===== config.mk =====
export PLATFORM = sky130hd
export DESIGN_NAME = sutt_cell
export DESIGN_NICKNAME = d
export VERILOG_FILES = /design/src/design/sutt_pkg.sv /design/src/design/sutt_cell.sv
export SDC_FILE = /design/constraint.sdc
export NUM_CORES = 1
export LEC_CHECK = 0
export ABC_CLOCK_PERIOD_IN_PS = 6100
export BUFFER_PORTS_ARGS = -buffer_cell sky130_fd_sc_hd__buf_2
export CAP_MARGIN = 10
export CORE_MARGIN = 4
export CORE_UTILIZATION = 52
export DETAILED_ROUTE_END_ITERATION = 10
export GPL_TIMING_DRIVEN = 0
export PLACE_DENSITY_LB_ADDON = 0.1
export SLEW_MARGIN = 20
export SYNTH_ARGS = -nofsm -noshare
export SYNTH_HDL_FRONTEND = slang
export SYNTH_SLANG_ARGS = --single-unit

===== constraint.sdc =====
create_clock -name clock -period 6.1 [get_ports clock]
set_input_delay 0.61 -clock clock [delete_from_list [all_inputs] [get_ports clock]]
set_output_delay 0.61 -clock clock [all_outputs]
set_load 0.005 [all_outputs]

===== src/design/sutt_pkg.sv =====
// Shared types and constants for the sorted unique time table.
// Used by every module of the block; depends on nothing.
`default_nettype none

package sutt_pkg;

   // Table geometry
   localparam int TABLE_DEPTH = 256;
   localparam int IDX_W       = $clog2(TABLE_DEPTH);
   localparam int COUNT_W     = $clog2(TABLE_DEPTH + 1);

   // Field widths
   localparam int TIME_W  = 64;
   localparam int TOL_W   = 32;
   localparam int FIELD_W = 9;

   // Item modes
   localparam logic MODE_LOOKUP = 1'b0;
   localparam logic MODE_INSERT = 1'b1;

   typedef struct packed {
      logic                     mode;
      logic signed [TIME_W-1:0] time_value;
   } req_type;

   typedef struct packed {
      logic signed [FIELD_W-1:0] floor_index;
      logic [FIELD_W-1:0]        entry_count;
      logic                      inserted;
      logic                      table_full;
   } rsp_type;

   // What one cell hands to its right neighbor
   typedef struct packed {
      logic                     valid;
      logic                     le_now;
      logic                     le_ff;
      logic signed [TIME_W-1:0] entry;
   } link_type;

   // Registered compare results of one cell
   typedef struct packed {
      logic le;
      logic near;
   } flags_type;

   // Control from the sequencer to every cell
   typedef struct packed {
      logic capture;
      logic shift;
   } cell_ctrl_type;

endpackage

`default_nettype wire


===== src/design/sutt_cell.sv =====
// One cell of the sorted chain: holds one entry and its valid bit.
// Depends on sutt_pkg.
`default_nettype none

module sutt_cell (
   input  wire                               clock,
   input  wire                               reset,
   input  sutt_pkg::cell_ctrl_type           ctrl,
   input  wire signed [sutt_pkg::TIME_W-1:0] t,
   input  wire [sutt_pkg::TOL_W-1:0]         tol,
   input  sutt_pkg::link_type                left,
   input  wire                               right_le_now,
   output sutt_pkg::link_type                link,
   output sutt_pkg::flags_type               flags
);
   import sutt_pkg::*;

   logic                     valid_ff, valid_in;
   logic                     le_ff, le_in;
   logic                     near_ff, near_in;
   logic signed [TIME_W-1:0] entry_ff, entry_in;
   logic [TIME_W:0]          diff;
   logic [TIME_W:0]          abs_diff;
   logic                     le_now;
   logic                     tol_hit;

   // Compare the held entry against the item time with one subtract
   always_comb begin
      diff     = {t[TIME_W-1], t} - {entry_ff[TIME_W-1], entry_ff};
      abs_diff = diff[TIME_W] ? (~diff + {{TIME_W{1'b0}}, 1'b1}) : diff;
      tol_hit  = abs_diff <= {{(TIME_W + 1 - TOL_W){1'b0}}, tol};
      le_now   = valid_ff && !diff[TIME_W];
      // near the floor entry, or near the first entry above the time
      near_in  = (le_now && !right_le_now && tol_hit) ||
                 (valid_ff && !le_now && left.le_now && tol_hit);
      le_in    = ctrl.capture ? le_now : le_ff;
      if (!ctrl.capture) begin
         near_in = near_ff;
      end
   end

   // Shift right on insert: cells above the floor take the left entry,
   // the cell at the insert point takes the new time
   always_comb begin
      entry_in = entry_ff;
      valid_in = valid_ff;
      if (ctrl.shift && !le_ff) begin
         entry_in = left.le_ff ? t : left.entry;
         valid_in = valid_ff | left.valid;
      end
   end

   always_ff @(posedge clock) begin
      if (reset) begin
         valid_ff <= 1'b0;
         le_ff    <= 1'b0;
         near_ff  <= 1'b0;
      end else begin
         valid_ff <= valid_in;
         le_ff    <= le_in;
         near_ff  <= near_in;
      end
   end

   // Hold entry payload without reset
   always_ff @(posedge clock) begin
      entry_ff <= entry_in;
   end

   assign link.valid  = valid_ff;
   assign link.le_now = le_now;
   assign link.le_ff  = le_ff;
   assign link.entry  = entry_ff;
   assign flags.le    = le_ff;
   assign flags.near  = near_ff;

endmodule

`default_nettype wire


Word-level counts from Yosys, hierarchy flattened. Cells that the tools add are included.

Word-level logic and storage cells: 23. Flip-flop bits (word level): 67. Bits of input ports: 168. Output and inout bits: 69.

Add/sub/neg operators: 2. Bitwise logic cells: 2. Magnitude comparators: 1. Mux-type cells: 2. Reductions and logical operators: 12.

Operators by type and width (number): adder 65 x 1 -> 65 bit, second input constant (1); less-or-equal comparator 65 x 32 -> 1 bit (1); two-way mux 65 bit (1); inverter 65 bit (1); subtractor 64 x 64 -> 65 bit (1); two-way mux 64 bit (1); logical AND 1 bit (7); zero test 1 bit (4); logical OR 1 bit (1); OR 1 bit (1).

Longest topological paths before layout.
Depth after elaboration: 8. Mapped depth: 31. Mapped depth without buffers: 27.

Worst setup path before layout. OpenSTA, ideal clock, no wires.

Path type: input to register. From: in t[21] (netlist name). To: reg near_ff. Slack: -0.233 ns. Data arrival time: 6.274 ns. Required time: 6.041 ns. Setup time: 0.059 ns. Stages: 30. Cells stage by stage: ha_1 > clkbuf_1 > a21oi_1 > o21ai_0 > a32oi_1 > a21boi_0 > nor3_1 > o21ai_0 > a21oi_1 > clkbuf_1 > clkbuf_1 > clkbuf_1 > clkbuf_1 > o21ai_0 > xnor2_1 > ha_1 > a21o_1 > a21o_1 > a21o_1 > a21oi_1 > nor2b_1 > o21ai_0 > nand3_1 > o21ai_0 > o311ai_0 > a21oi_1 > and4_1 > nand4_1 > nor4b_2 > a22o_1.

Word-level cells in the longest chain between the ends: 8. Elaborated cells between the ends (all ways): 14.

Ends and longest elaborated chain: from (decl) (line sutt_cell.sv:9) `input wire signed [sutt_pkg::TIME_W-1:0] t,`; subtractor 64 x 64 -> 65 bit (*) (line sutt_cell.sv:29) `diff = {t[TIME_W-1], t} - {entry_ff[TIME_W-1], entry_ff};`; parallel branches: the longest is 6 deep, another holds adder 65 x 1 -> 65 bit; logical OR 1 bit (*) (line sutt_cell.sv:34) `near_in = (le_now && !right_le_now && tol_hit) ||`; to (signal assigned) (line sutt_cell.sv:61) `near_ff <= near_in;`; to (decl) (line sutt_cell.sv:20) `logic near_ff, near_in;`.

Every way passes the cells marked *. A chain may end at the register's enable or synchronous reset.

Final worst setup path.
From: reg entry_ff[0]. To: reg near_ff.

Word-level cells in the longest chain between the ends: 8. Elaborated cells between the ends (all ways): 14.

Ends and longest elaborated chain: from (decl) (line sutt_cell.sv:21) `logic signed [TIME_W-1:0] entry_ff, entry_in;`; from (signal assigned) (line sutt_cell.sv:67) `entry_ff <= entry_in;`; subtractor 64 x 64 -> 65 bit (*) (line sutt_cell.sv:29); parallel branches: the longest is 6 deep, another holds adder 65 x 1 -> 65 bit; logical OR 1 bit (*) (line sutt_cell.sv:34).

Marks and branches as above.

==> metrics.cfg <==
[drt]
drtIter0Drc=1356
dr.pass1.iters=7
routed_via_density=6.42
detail-route-antenna-nets=0
post-route-drc-count=0
avgRoutedWirePerCell_um=19.6
drt-total-wl_mm=38.7
vias=12700

[final_layout]
multi_input_area_sq_mm=0.00878
ff_latch_area_sq_mm=0.00198
fillers=1928
fin_nets=1963
area_growth_pct=21.6
fin_util=0.642
diodes=0
drive_gt1_frac=0.270
fin_cells=1977

[cts]
cts_buffers=9
clock-root-buffer=clkbuf_16
clk_pin_slew_ns=0.06
h-tree-depth=3
clock_latency_ns=0.35
cts.sinks=67
cts_tree=yes
clock_path_buffers=2

[power_and_ir_drop]
peakVddDrop_v=0.000132
p_int_mw=1.55
p_seq_frac=0.197
p_per_area_mw_per_mm2=211
p_sw_frac=0.453
comb_power_share=0.595
p_sw_mw=1.29
leakage_nw=5.80
power_frac_clock=0.208

[critical_path]
crit_path_cell_trace=ha_2, fa_2, nand2b_4, a211oi_4, nor2_2, o211a_2, a211o_1, or4_4, or4_4, buf_6, o31ai_2, xnor2_1, ha_1, nand2_1, nor3_2, nand4_1, o22a_1, o21ai_2, o311ai_1, a21oi_1, and4_1, nand4_1, nor4b_2, a22o_1
cp_max_fo=9
crit_family=simple AND/OR/NAND/NOR gates
arrival_ns=6.15
cp-end-kind=flop
slowest_stage=or4_4
crit_buf_inv=1
critPathLaunchType=flop
crit_required_ns=6.40
slowest_delay_ns=0.55
worstSetupPathType=reg2reg

[placement]
place_inst=1968
gp_congestion=0.971
port-buffer-count=235
dp.final_hpwl_mm=31.5

[synthesis]
synth_area_leaders=edfxtp_1 17%, ha_1 11%, mux2_2 6.7%
synth_nets=1722
synth-seq-cells=67
synth_warnings=0
synth-seq-area-share=0.179
synth_area_per_cell_sq_um=7.62
syn_inst=1456
synth_ff_type=edfxtp_1
async_flop_share=0
synth_enable_flop_cells=64
syn_area_sq_mm=0.0111
synth_common_cells=116 x inv_1, 116 x nand2_1, 115 x a21oi_1, 108 x nor2_1, 97 x ha_1
yosysTopAreaCell=edfxtp_1
synth_top_area_share=0.173
synth.distinct_cells=86

[die]
initial_core_util=0.528
fp.dieArea_sq_mm=0.0237
row_count=53
die_h_um=154
pin_count=237
die_x_um=154
core_sq_mm=0.0210

[global_route]
grt_pass1_vias=11400
grt_usage=0.305
grt_pass1_wl_mm=59.8
antenna_found_initial=0
globalRouteOverflowTotal=0
grt_max_degree=29

[sta]
slew_viol_final=0
hold_viol=0
setup_violations=0
period_share=0.960
max_freq_ghz=0.171
fin_crit_ns=5.85
skew_ns=0.00475
worst_pin_slew_ns=1.04
slew_headroom=0.305

[worst_hold_path]
min_path_type=in2reg

[job]
max_cap_violations=0

[outcome]
outcome=complete, no violations

==> final timing paths <==
| kind | startpoint | to | slack [ns] | depth (start not counted) |
|---|---|---|---|---|
| worst max-delay path | entry_ff[0] | near_ff | 0.25 | 24 |
| worst min-delay path | reset | le_ff | 0.46 | 2 |
| worst max register to register | entry_ff[0] | near_ff | 0.25 | 24 |
| worst min register to register | near_ff | near_ff | 0.49 | 1 |
==> cell families after synthesis <==
family / share of synthesized area
simple gates: 0.238
fa+ha+maj: 0.111
compound gates: 0.282
mux: 0.0760
buf+inv: 0.0693
xor+xnor: 0.0458
flops: 0.179
==> per-layer routing <==
layer | part of all wire | global-route usage | wire length [um]
met1 | 0.44 | 0.444 | 17200
met2 | 0.45 | 0.473 | 17300
met3 | 0.096 | 0.0554 | 3730
met4 | 0.014 | 0.0652 | 543
met5 | 0 | 0 | 0
==> sequential cells by signal, indices dropped and copies added, names as in the netlist <==
name and flops:
entry_ff 64, le_ff 1, near_ff 1, valid_ff 1
==> power by group through the flow <==
stage	registers, mW	logic (mW)	clock network, mW
final	0.561	1.69	0.591
after floorplan	0.577	1.10	0
after detailed placement	0.571	1.56	0
after global placement	0.573	1.53	0
after CTS	0.561	1.61	0.597
after global routing	0.565	1.84	0.617
==> cells in the final DEF (no fill, tap or decap), drive strengths merged, types with 9 or more instances in the layout <==
master and instances:
buf 274, a21oi 122, inv 117, nand2 116, nor2 108, ha 97
o21ai 91, mux2 66, edfxtp 64, nand4 52, nor3 44, clkbuf 37
nand3 36, xnor2 36, a21o 35, xor2 22, o211ai 22, o21a 20
and2 20, and3 19, or3 18, nor4 18, and4 17, a211oi 17
o31ai 13, nor2b 11, nand2b 11, or4 11, or2 10, mux2i 10
o22ai 10, a221oi 9, a21boi 9
==> cell type report <==
type | count | share of cell area
Buffer | 44 | 0.0191
Clock buffer | 9 | 0.0167
Clock inverter | 7 | 0.00677
Inverter | 116 | 0.0323
Multi-Input combinational cell | 1201 | 0.651
Sequential cell | 67 | 0.147
Tap cell | 275 | 0.0255
Timing Repair Buffer | 258 | 0.102
==> worst register-to-register path: stages (launching register included) <==
cell      delay [ns]
edfxtp_1        0.40
ha_2            0.22
fa_2            0.43
nand2b_4        0.17
a211oi_4        0.33
nor2_2          0.09
o211a_2         0.31
a211o_1         0.28
or4_4           0.55
or4_4           0.53
buf_6           0.16
o31ai_2         0.26
xnor2_1         0.11
ha_1            0.30
nand2_1         0.08
nor3_2          0.16
nand4_1         0.14
o22a_1          0.21
o21ai_2         0.07
o311ai_1        0.13
a21oi_1         0.15
and4_1          0.20
nand4_1         0.13
nor4b_2         0.25
a22o_1          0.15
==> stage by stage <==
| stage | total power [mW] | hold WS, ns | setup WS, ns | setup TNS [ns] | cell area (sq um) |
|---|---|---|---|---|---|
| after floorplan | 1.68 | 0.450 | 0.0458 | 0 | 11100 |
| after global placement | 2.10 | 0.467 | -2.18 | -2.18 | 12600 |
| after detailed placement | 2.13 | 0.470 | -2.17 | -2.17 | 12700 |
| after CTS | 2.76 | 0.450 | 0.0436 | 0 | 13200 |
| after global routing | 3.03 | 0.468 | -0.00865 | -0.00865 | 13500 |
| final | 2.84 | 0.455 | 0.247 | 0 | 13500 |
==> repair_timing <==
item | CTS | global route
setup endpoints to repair | 1 | 1
gates resized for setup | 57 | 54
pin swaps | 12 | 22
setup buffers | 10 | 11
hold buffers | 0 | 0
cloned | 0 | 1
(Power assumes the default switching activity.)
