`config.mk`:
```
export PLATFORM = sky130hd
export DESIGN_NAME = sutt_floor_enc
export DESIGN_NICKNAME = d
export VERILOG_FILES = /design/src/design/sutt_pkg.sv /design/src/design/sutt_floor_enc.sv
export SDC_FILE = /design/constraint.sdc
export NUM_CORES = 1
export LEC_CHECK = 0
export ABC_AREA = 1
export BUFFER_PORTS_ARGS = -buffer_cell sky130_fd_sc_hd__buf_2
export CAP_MARGIN = 20
export CORE_AREA = 2 2 201 203
export DETAILED_ROUTE_END_ITERATION = 12
export DIE_AREA = 0 0 203 205
export GPL_ROUTABILITY_DRIVEN = 0
export PLACE_DENSITY_LB_ADDON = 0.3
export SYNTH_ARGS = -nofsm -noshare
export SYNTH_HDL_FRONTEND = slang
export SYNTH_SLANG_ARGS = --single-unit
```
`constraint.sdc`:
```
create_clock -name vclk -period 1.2
set_input_delay 0.06 -clock vclk [all_inputs]
set_output_delay 0.06 -clock vclk [all_outputs]
set_load 0.01 [all_outputs]
```
`src/design/sutt_pkg.sv`:
```
// Shared types and constants for the sorted unique time table.
// Used by every module of the block; depends on nothing.
`default_nettype none

package sutt_pkg;

   // Table geometry
   localparam int TABLE_DEPTH = 256;
   localparam int IDX_W       = $clog2(TABLE_DEPTH);
   localparam int COUNT_W     = $clog2(TABLE_DEPTH + 1);

   // Field widths
   localparam int TIME_W  = 64;
   localparam int TOL_W   = 32;
   localparam int FIELD_W = 9;

   // Item modes
   localparam logic MODE_LOOKUP = 1'b0;
   localparam logic MODE_INSERT = 1'b1;

   typedef struct packed {
      logic                     mode;
      logic signed [TIME_W-1:0] time_value;
   } req_type;

   typedef struct packed {
      logic signed [FIELD_W-1:0] floor_index;
      logic [FIELD_W-1:0]        entry_count;
      logic                      inserted;
      logic                      table_full;
   } rsp_type;

   // What one cell hands to its right neighbor
   typedef struct packed {
      logic                     valid;
      logic                     le_now;
      logic                     le_ff;
      logic signed [TIME_W-1:0] entry;
   } link_type;

   // Registered compare results of one cell
   typedef struct packed {
      logic le;
      logic near;
   } flags_type;

   // Control from the sequencer to every cell
   typedef struct packed {
      logic capture;
      logic shift;
   } cell_ctrl_type;

endpackage

`default_nettype wire

```
`src/design/sutt_floor_enc.sv`:
```
// Reduce the registered cell flags to the floor index and a near-match flag.
// Depends on sutt_pkg.
`default_nettype none

module sutt_floor_enc (
   input  sutt_pkg::flags_type              flags [sutt_pkg::TABLE_DEPTH],
   output logic signed [sutt_pkg::IDX_W:0]  floor_wide,
   output logic                             near_any
);
   import sutt_pkg::*;

   logic [TABLE_DEPTH-1:0] le_vec;
   logic [TABLE_DEPTH-1:0] le_next;
   logic [TABLE_DEPTH-1:0] bound;
   logic [IDX_W-1:0]       idx;

   // Gather the le prefix and mark its last cell
   always_comb begin
      for (int i = 0; i < TABLE_DEPTH; i++) begin
         le_vec[i] = flags[i].le;
      end
      le_next = {1'b0, le_vec[TABLE_DEPTH-1:1]};
      bound   = le_vec & ~le_next;
   end

   // Encode the one-hot boundary and fold the near flags
   always_comb begin
      idx      = '0;
      near_any = 1'b0;
      for (int i = 0; i < TABLE_DEPTH; i++) begin
         idx      = idx | (bound[i] ? IDX_W'(i) : '0);
         near_any = near_any | flags[i].near;
      end
      floor_wide = le_vec[0] ? signed'({1'b0, idx}) : '1;
   end

endmodule

`default_nettype wire

```
-- After elaboration in Yosys (flattened, before gate mapping)
Cells that the tools add are included.
W data, S select, Z words.
- flip-flop bits (word level): 0
- muxes and demuxes: 256
- bitwise logic cells: 511
- operators by type and width (kind ; count):
    $mux W8 ; 128
    $or A8 B8 Y8 ; 127
    $mux W7 ; 64
    $or A7 B7 Y7 ; 63
    $and A256 B256 Y256 ; 1
    $not A255 Y256 ; 1
    $or A1 B1 Y1 ; 255
    $mux W6 ; 32
    $or A6 B6 Y6 ; 31
    $mux W5 ; 16
    $or A5 B5 Y5 ; 15
    $mux W4 ; 8
    $or A4 B4 Y4 ; 7
    $mux W3 ; 4
    $mux W9 ; 1
    $or A3 B3 Y3 ; 3
    $or A7 B8 Y8 ; 1
    $or A6 B7 Y7 ; 1
    $or A5 B6 Y6 ; 1
    $or A4 B5 Y5 ; 1
    $mux W2 ; 2
    $or A3 B4 Y4 ; 1
    $or A2 B3 Y3 ; 1
    $or A1 B2 Y2 ; 1
    other kinds (2) ; 2

-- Depth between registers and ports, before layout
Gate-level depths: netlist of run 1.
- depth after elaboration: 258
- gate-level depth with buffers: 9
- depth with buffers taken out: 9

-- Least setup slack after synthesis of run 1
Ideal clock, no wire load.
- kind: input to output
- from: in flags[511] (netlist name)
- to: out floor_wide[6] (netlist name)
- path buffers: 0
- required time: 1140 ps
- data arrival time: 776 ps
- stages: 9
- slack: 364 ps
- cells stage by stage: inv_2 > nor2_4 > nand2_2 > nor2_4 > nand2_2 > nor2_4 > nand2_2 > nor2_2 > nand2_1
- cells in the longest elaborated chain, start to end: 1
- RTL lines (item ; line ; RTL):
    from (decl) ; sutt_floor_enc.sv:6 ; input sutt_pkg::flags_type flags [sutt_pkg::TABLE_DEPTH],
    $mux W9 ; sutt_floor_enc.sv:34 ; floor_wide = le_vec[0] ? signed'({1'b0, idx}) : '1;
    to (decl) ; sutt_floor_enc.sv:7 ; output logic signed [sutt_pkg::IDX_W:0] floor_wide,
No other way between the ends.

-- Final worst setup path of run 1
- from: in flags[511] (netlist name)
- to: out floor_wide[4] (netlist name)
Same word-level chain as after synthesis.

==> results of run 1 <==
[cells by family (layout without fill, tap and decap cells)]
group	Yosys count	in the layout	synth area share (%)
compound gates	49	49	5.39
simple gates	906	906	77.0
buf+inv	213	911	17.6
other cells	0	2	0
[layout by cell type (no fill, tap or decap), drive strengths merged]
cell type,count
inv,212
nand2,543
clkinvlp,1
nor2,363
diode,2
buf,698
o21ai,49
[timing repair]
item,4_1_cts,5_1_grt
pin swaps,136,200
setup buffers,17,3
endpoints found under the setup margin,9,9
resized for setup,218,296
[area by class of cell]
class / instances / area (sq um)
antenna: 2 / 5.00
fill: 4570 / 28600
inverter: 213 / 811
multi-input combinational: 955 / 4870
tap: 525 / 657
timing repair buffer: 698 / 4410
[metal layers]
layer / part of all wire (%) / GRT usage [%] / up-vias
met5: 0.055 / 0 / -
met4: 0.93 / 0.912 / 4
li1: - / - / 4754
met2: 44 / 22.4 / 308
met3: 6.9 / 1.89 / 22
met1: 48 / 20.9 / 3928
[final timing paths]
path,start,to,cells after the start
setup / recovery,flags[511],floor_wide[4],12
hold / removal,flags[511],floor_wide[8],3
[synth_stat cells]
| master | n |
|---|---|
| inv_2 | 5 |
| nand2_4 | 2 |
| o21ai_0 | 40 |
| nor2_4 | 5 |
| nor2_2 | 11 |
| nand2_2 | 8 |
| nand2_1 | 533 |
| nor2_1 | 347 |
| o21ai_1 | 9 |
| inv_1 | 208 |
[per-stage QoR]
stage | total power, mW | hold slack, ns | setup WS [ns]
floorplan | 0.939 | 0.157 | 0.364
global placement | 2.70 | 0.371 | -0.542
detailed placement | 2.70 | 0.372 | -0.462
CTS | 3.02 | 0.349 | -0.0939
global route | 3.76 | 0.360 | -0.159
finish | 3.41 | 0.347 | -0.0981
[power by group through the flow]
stage / Combinational (mW) / Sequential (mW) / Clock (mW)
after global routing: 3.76 / 0 / 0.000000111
after floorplan: 0.939 / 0 / 0
after global placement: 2.70 / 0 / 0
after CTS: 3.02 / 0 / 0
final: 3.41 / 0 / 0.000000224
after detailed placement: 2.70 / 0 / 0
[worst min-delay path, cell delays in order]
cell and delay, ns:
buf_6 0.07, inv_4 0.03, buf_2 0.12
==> flow_summary.json, run 1 <==
{
  "status": "complete, but fails checks",
  "violations": "negative setup slack",
  "setup_viol": 8,
  "grt_pass1_wl_um": 45800,
  "start_kind": "primary input",
  "fin_cells": 2393,
  "worst-setup-path-type": "primary input to output port",
  "dieArea_sq_um": 41600,
  "syn-num-nets": 1680,
  "dp_cells": 2374,
  "routed_wl_um": 32700,
  "worst_path_most_repeated_cell": "nor2_4",
  "num_rows": 73,
  "path_buf_inv": 4,
  "ys_seq_area_share_pct": 0,
  "fin_crit_sh_pct": 108,
  "yosysWarnings": 0,
  "max-slew-margin-rel_pct": 80.1,
  "placed_area_sq_um": 9010,
  "tightestPinTransition_ns": 0.298,
  "power_density_nw_per_um2": 318,
  "io_pins": 522,
  "p_leak_nw": 6.21,
  "fin_ws_ns": -0.0981,
  "yosys.area.top_type_share_pct": 44.0,
  "ys_types": 10,
  "setup_tns_ns": -0.440,
  "initial_core_util_pct": 11.5,
  "pwr-share-comb_pct": 100.0,
  "num_vias": 9016,
  "crit_path_max_fanout": 2,
  "drc_errors": 0,
  "drtAntennaViolNets": 0,
  "syn_to_final_growth_pct": 137,
  "hold_viol_final": 0,
  "core_region_area_sq_um": 39400,
  "slowest_stage": "nor2_4",
  "synth.area.top_cells": "nand2_1 (44%), nor2_1 (29%), inv_1 (17%)",
  "postLayoutCoreUtil_pct": 27.3,
  "gr-total-overflow": 0,
  "wl_per_cell_um": 13.7,
  "slew_viol_final": 0,
  "grt_pass1_vias": 8559,
  "die_h_um": 205,
  "grt_start_max_net_pins": 4,
  "antenna_found_initial": 7,
  "path_cells": "buf_6 -> inv_4 -> nor2_4 -> nand2_2 -> nor2_4 -> nand2_4 -> nor2_4 -> buf_6 -> nand2_4 -> nor2_2 -> nand2_1 -> buf_2",
  "hold_buffers": 0,
  "cap_viol_max_count": 0,
  "critPathArrivalTime_ns": 1.24,
  "clock_power_share_pct": 0,
  "crit_family": "simple AND/OR/NAND/NOR gates",
  "vias_per_cell": 3.77,
  "p_seq_share_pct": 0,
  "swShare_pct": 49.2,
  "syn_inst": 1168,
  "final_cell_area_sq_um": 10800,
  "seq_area_sq_um": 0,
  "rsz0062_at_grt": "yes",
  "ir_drop_mv": 0.128,
  "drt_iter0_markers": 428,
  "port-buffer-count": 522,
  "internal_power_mw": 1.73,
  "slowest_delay_ns": 0.16,
  "syn_area_sq_um": 4550,
  "drive_gt1_share_pct": 56.5,
  "period_minus_slack_ns": 1.30,
  "seq_cell_count": 0,
  "grt_use_total_pct": 14.1,
  "synth_top_area_cell": "nand2_1",
  "syn_area_per_cell_sq_um": 3.89,
  "dp_hpwl_um": 30200,
  "crit_required_ns": 1.14,
  "chipWidth_um": 203,
  "drt_first_pass_iters": 5,
  "layout.nets": 2380,
  "max_clock_freq_ghz": 0.770,
  "min_path_type": "primary input to output port",
  "clock_buffers": 0,
  "p_switching_mw": 1.68,
  "end_kind": "output port"
}
Note: power is estimated with default switching activity, not from simulation.
==> run 2, diff against run 1 <==
ABC_CLOCK_PERIOD_IN_PS = 1600   (was default)
SKIP_LAST_GASP = 1   (was default)
clock period = 1.6 ns   (was 1.2 ns; I/O delays follow)
==> run 2 against run 1 <==
Critical path type unchanged. The run now ends clean. Combinational power is 49% lower. Critical endpoint is now floor_wide[7]. Critical path depth is 2 lower. Non-clock buffer count decreased by 167. Power fell by 49%. Core utilization shrank 7.2 points. Routed wire length decreased by 1.7%. Design area is 26% lower. Global-route usage decreased by 0.11 points.
==> flow_summary.json, run 2 (same netlist as run 1, synthesis figures left out) <==
{
  "status": "finished clean",
  "port-buffer-count": 522,
  "rsz0062_at_grt": "no",
  "num_vias": 8283,
  "crit_required_ns": 1.52,
  "fin_crit_sh_pct": 91.7,
  "grt_use_total_pct": 14.0,
  "drtAntennaViolNets": 0,
  "critPathArrivalTime_ns": 1.39,
  "grt_pass1_wl_um": 44100,
  "drive_gt1_share_pct": 33.5,
  "drc_errors": 0,
  "max_clock_freq_ghz": 0.681,
  "pwr-share-comb_pct": 100.0,
  "hold_buffers": 0,
  "p_switching_mw": 0.963,
  "slew_viol_final": 0,
  "final_cell_mix": "nand2_1 (532), buf_2 (522), nor2_1 (340)",
  "placed_area_sq_um": 7880,
  "die_h_um": 205,
  "clock_power_share_pct": 0,
  "postLayoutCoreUtil_pct": 20.1,
  "clock_buffers": 0,
  "period_minus_slack_ns": 1.47,
  "io_pins": 522,
  "power_density_nw_per_um2": 219,
  "dp_hpwl_um": 30700,
  "drt_first_pass_iters": 5,
  "antenna_found_initial": 6,
  "syn_to_final_growth_pct": 74.2,
  "post_cts_buffers": 0,
  "core_region_area_sq_um": 39400,
  "drt_iter0_markers": 427,
  "tightestPinTransition_ns": 0.420,
  "seq_area_sq_um": 0,
  "min_path_type": "primary input to output port",
  "layout.nets": 2213,
  "wl_per_cell_um": 14.4,
  "end_kind": "output port",
  "internal_power_mw": 0.768,
  "grt_pass1_vias": 7671,
  "swShare_pct": 55.6,
  "holdWs_ns": 0.413,
  "final_cell_area_sq_um": 7920,
  "worst-setup-path-type": "primary input to output port",
  "crit_start": "flags[1]",
  "initial_core_util_pct": 11.5,
  "chipWidth_um": 203,
  "hold_viol_final": 0,
  "start_kind": "primary input",
  "setup_tns_ns": 0,
  "crit_path_max_fanout": 2,
  "max-slew-margin-rel_pct": 71.9,
  "setup_viol": 0,
  "final_common_cell": "nand2_1",
  "routed_wl_um": 32100,
  "power.total_mw": 1.73,
  "p_leak_nw": 5.05,
  "grt_start_max_net_pins": 4,
  "vias_per_cell": 3.72,
  "num_rows": 73,
  "dieArea_sq_um": 41600,
  "gr-total-overflow": 0,
  "seq_cell_count": 0,
  "holdCritStartpoint": "flags[511]",
  "ir_drop_mv": 0.0802,
  "cap_viol_max_count": 0,
  "p_seq_share_pct": 0
}
[run 2: layer usage]
metal  up-vias  wire (um)  GRT usage, %
met5         -         23             0
met4         4        244         0.991
met3        14       2230          1.97
met2       317      13700          21.4
met1      3531      16000          21.3
li1       4417          -             -
[run 2: path summary, 6_finish.rpt]
path  depth (start not counted)             to  slack (ns)
max                          10  floor_wide[7]        0.13
min                           3  floor_wide[8]        0.41
[run 2: final cells by class]
class / instances / area [sq um]
multi-input cells: 955 / 3780
diodes: 3 / 7.51
fillers: 4791 / 31400
repair buffers: 531 / 2680
well taps: 525 / 657
inverters: 213 / 800
[run 2: critical path: stages]
cell and delay [ns]:
buf_2 0.11, nor2_4 0.12, nand2_2 0.13, nor2_4 0.14, nand2_2 0.11, nor2_4 0.17
nand2_2 0.11, nor2_2 0.17, nand2_1 0.08, buf_2 0.15
[run 2: metrics by stage]
| step | setup WS (ns) | std cells |
|---|---|---|
| after global placement | -0.149 | 2224 |
| after detailed placement | -0.129 | 2224 |
| after CTS | 0.0121 | 2224 |
| after global routing | 0.00296 | 2226 |
| final | 0.132 | 2227 |
| after floorplan | 0.724 | 1168 |
[run 2: power groups by stage]
| stage | Clock [mW] | Combinational (mW) | Sequential, mW |
|---|---|---|---|
| 5_1_grt | 0.000000167 | 1.95 | 0 |
| 3_3_place_gp | 0 | 1.73 | 0 |
| 6_report | 0.000000251 | 1.73 | 0 |
| 4_1_cts | 0 | 1.74 | 0 |
| 3_5_place_dp | 0 | 1.73 | 0 |
| 2_1_floorplan | 0 | 0.704 | 0 |
[run 2: repair_timing]
item / 4_1_cts / 5_1_grt
gates resized for setup: 3 / 8
setup endpoints to repair: 3 / 5
pin swaps: 0 / 3
==> run 3, diff against run 2 <==
ABC_CLOCK_PERIOD_IN_PS = 1220   (was 1600)
CORE_AREA = 2 2 200 202   (was 2 2 201 203)
DIE_AREA = 0 0 202 204   (was 0 0 203 205)
clock period = 1.22 ns   (was 1.6 ns; I/O delays follow)
==> run 3 against run 2 <==
Clock-buffer cell count did not move. Critical path depth up 2. Global-route usage shrank 0.15 points. Die area is 0.98% lower. Worst setup slack worse by 0.19 ns. Sequential cell count did not move. Non-clock buffer count rose by 108. The run now ends with negative setup slack left. Cell count increased by 4.9%. First-iteration DRC count up 12%.
==> flow_summary.json, run 3 (same netlist as run 1, synthesis figures left out) <==
{
  "clock_power_share_pct": 0,
  "grt_use_total_pct": 13.8,
  "postLayoutCoreUtil_pct": 24.8,
  "drtAntennaViolNets": 0,
  "cap_viol_max_count": 0,
  "vias_per_cell": 3.77,
  "grt_pass1_vias": 8275,
  "drt_iter0_markers": 477,
  "num_rows": 73,
  "drive_gt1_share_pct": 48.1,
  "ir_drop_mv": 0.131,
  "multi_input_area_sq_um": 4520,
  "min_path_type": "primary input to output port",
  "critPathArrivalTime_ns": 1.21,
  "violations": "negative setup slack",
  "syn_to_final_growth_pct": 114,
  "drc_errors": 0,
  "dp_cells": 2325,
  "tightestPinTransition_ns": 0.299,
  "p_seq_share_pct": 0,
  "setup_viol": 6,
  "seq_cell_count": 0,
  "n_fill_cell": 4582,
  "period_minus_slack_ns": 1.28,
  "slowest_stage": "nor2_2",
  "drt_first_pass_iters": 5,
  "worst_path_most_repeated_cell": "nand2_1",
  "path_buf_inv": 4,
  "crit_family": "simple AND/OR/NAND/NOR gates",
  "max_clock_freq_ghz": 0.784,
  "fin_cells": 2336,
  "dieArea_sq_um": 41200,
  "gr-total-overflow": 0,
  "pwr-share-comb_pct": 100.0,
  "fin_ws_ns": -0.0553,
  "hold_buffers": 0,
  "grt_start_max_net_pins": 4,
  "p_leak_nw": 5.81,
  "path_cells": "buf_2 -> inv_1 -> nand2_1 -> nand2_2 -> nor2_4 -> buf_6 -> nand2_1 -> nor2_2 -> nand2_1 -> nor2_1 -> nand2_1 -> buf_6",
  "end_kind": "output port",
  "die_h_um": 204,
  "wl_per_cell_um": 13.6,
  "rsz0062_at_grt": "yes",
  "hold_depth": 10,
  "antenna_found_initial": 9,
  "grt_pass1_wl_um": 44300,
  "status": "complete, but fails checks",
  "seq_area_sq_um": 0,
  "port-buffer-count": 522,
  "worst-setup-path-type": "primary input to output port",
  "fin_crit_sh_pct": 105,
  "clock_buffers": 0,
  "p_switching_mw": 1.50,
  "initial_core_util_pct": 11.6,
  "start_kind": "primary input",
  "layout.nets": 2321,
  "holdWs_ns": 0.655,
  "num_vias": 8804,
  "crit_path_max_fanout": 2,
  "slowest_delay_ns": 0.16,
  "dp_hpwl_um": 29700,
  "hold_viol_final": 0,
  "whs_endpoint": "near_any",
  "final_cell_mix": "buf_2 (491), nand2_1 (447), nor2_1 (255)",
  "max-slew-margin-rel_pct": 79.9,
  "slew_viol_final": 0,
  "internal_power_mw": 1.42,
  "io_pins": 522,
  "final_common_cell": "buf_2",
  "holdCritStartpoint": "flags[156]",
  "routed_wl_um": 31900,
  "power_density_nw_per_um2": 300,
  "crit_required_ns": 1.16,
  "swShare_pct": 51.4,
  "core_region_area_sq_um": 39200,
  "chipWidth_um": 202
}
==> run 3: cell types whose count changed in the layout (fill, tap and decap cells not counted), moves of 7 or more <==
cell,previous run,this run
o21ai_2,0,8
buf_4,9,109
nand2_2,9,83
nand2_1,532,447
buf_6,0,38
nand2_4,2,13
o21ai_0,39,21
nor2_2,16,64
inv_2,5,12
buf_2,522,491
nor2_4,7,44
nor2_1,340,255
inv_1,208,199
==> run 3: power groups by stage <==
stage	clock network [mW]	logic (mW)	registers, mW
2_1_floorplan	0	0.923	0
3_3_place_gp	0	2.53	0
3_5_place_dp	0	2.53	0
4_1_cts	0	2.71	0
5_1_grt	0.000000110	3.23	0
6_report	0.000000440	2.92	0
==> run 3: area by class of cell <==
type | count | area share [%]
Multi-Input combinational cell | 955 | 46.5
Timing Repair Buffer | 639 | 38.3
Inverter | 213 | 8.28
Tap cell | 525 | 6.76
Antenna cell | 4 | 0.103
==> run 3: per-layer routing <==
metal	GRT usage, %	share of wire, %	vias to the layer above
met5	0	0.13	-
met4	1.60	1.2	6
met3	1.61	6.8	28
met2	21.5	44	308
met1	20.8	48	3823
li1	-	-	4639
==> run 3: how the worst max path moves through the flow <==
stage | start | to | slack (ns) | cells after the start
6_report | flags[95] | floor_wide[2] | -0.06 | 12
5_1_grt | flags[257] | floor_wide[4] | -0.14 | 12
3_5_place_dp | flags[463] | floor_wide[4] | -0.29 | 12
2_1_floorplan | flags[511] | floor_wide[6] | 0.38 | 9
3_3_place_gp | flags[463] | floor_wide[4] | -0.31 | 12
4_1_cts | flags[511] | floor_wide[1] | -0.08 | 12
==> run 3: repair_timing <==
| item | 4_1_cts | 5_1_grt |
|---|---|---|
| setup buffers | 13 | 1 |
| setup endpoints to repair | 9 | 10 |
| gates cloned | 0 | 0 |
| gates resized for setup | 133 | 189 |
| pin swaps | 77 | 124 |
==> run 3: metrics by stage <==
step	setup slack, ns	setup TNS, ns	total power [mW]	area (sq um)
after floorplan	0.382	0	0.923	4550
after global placement	-0.315	-2.15	2.53	8650
after detailed placement	-0.293	-2.12	2.53	8650
after CTS	-0.0798	-0.538	2.71	9140
after global routing	-0.138	-0.889	3.23	9700
final	-0.0553	-0.207	2.92	9710
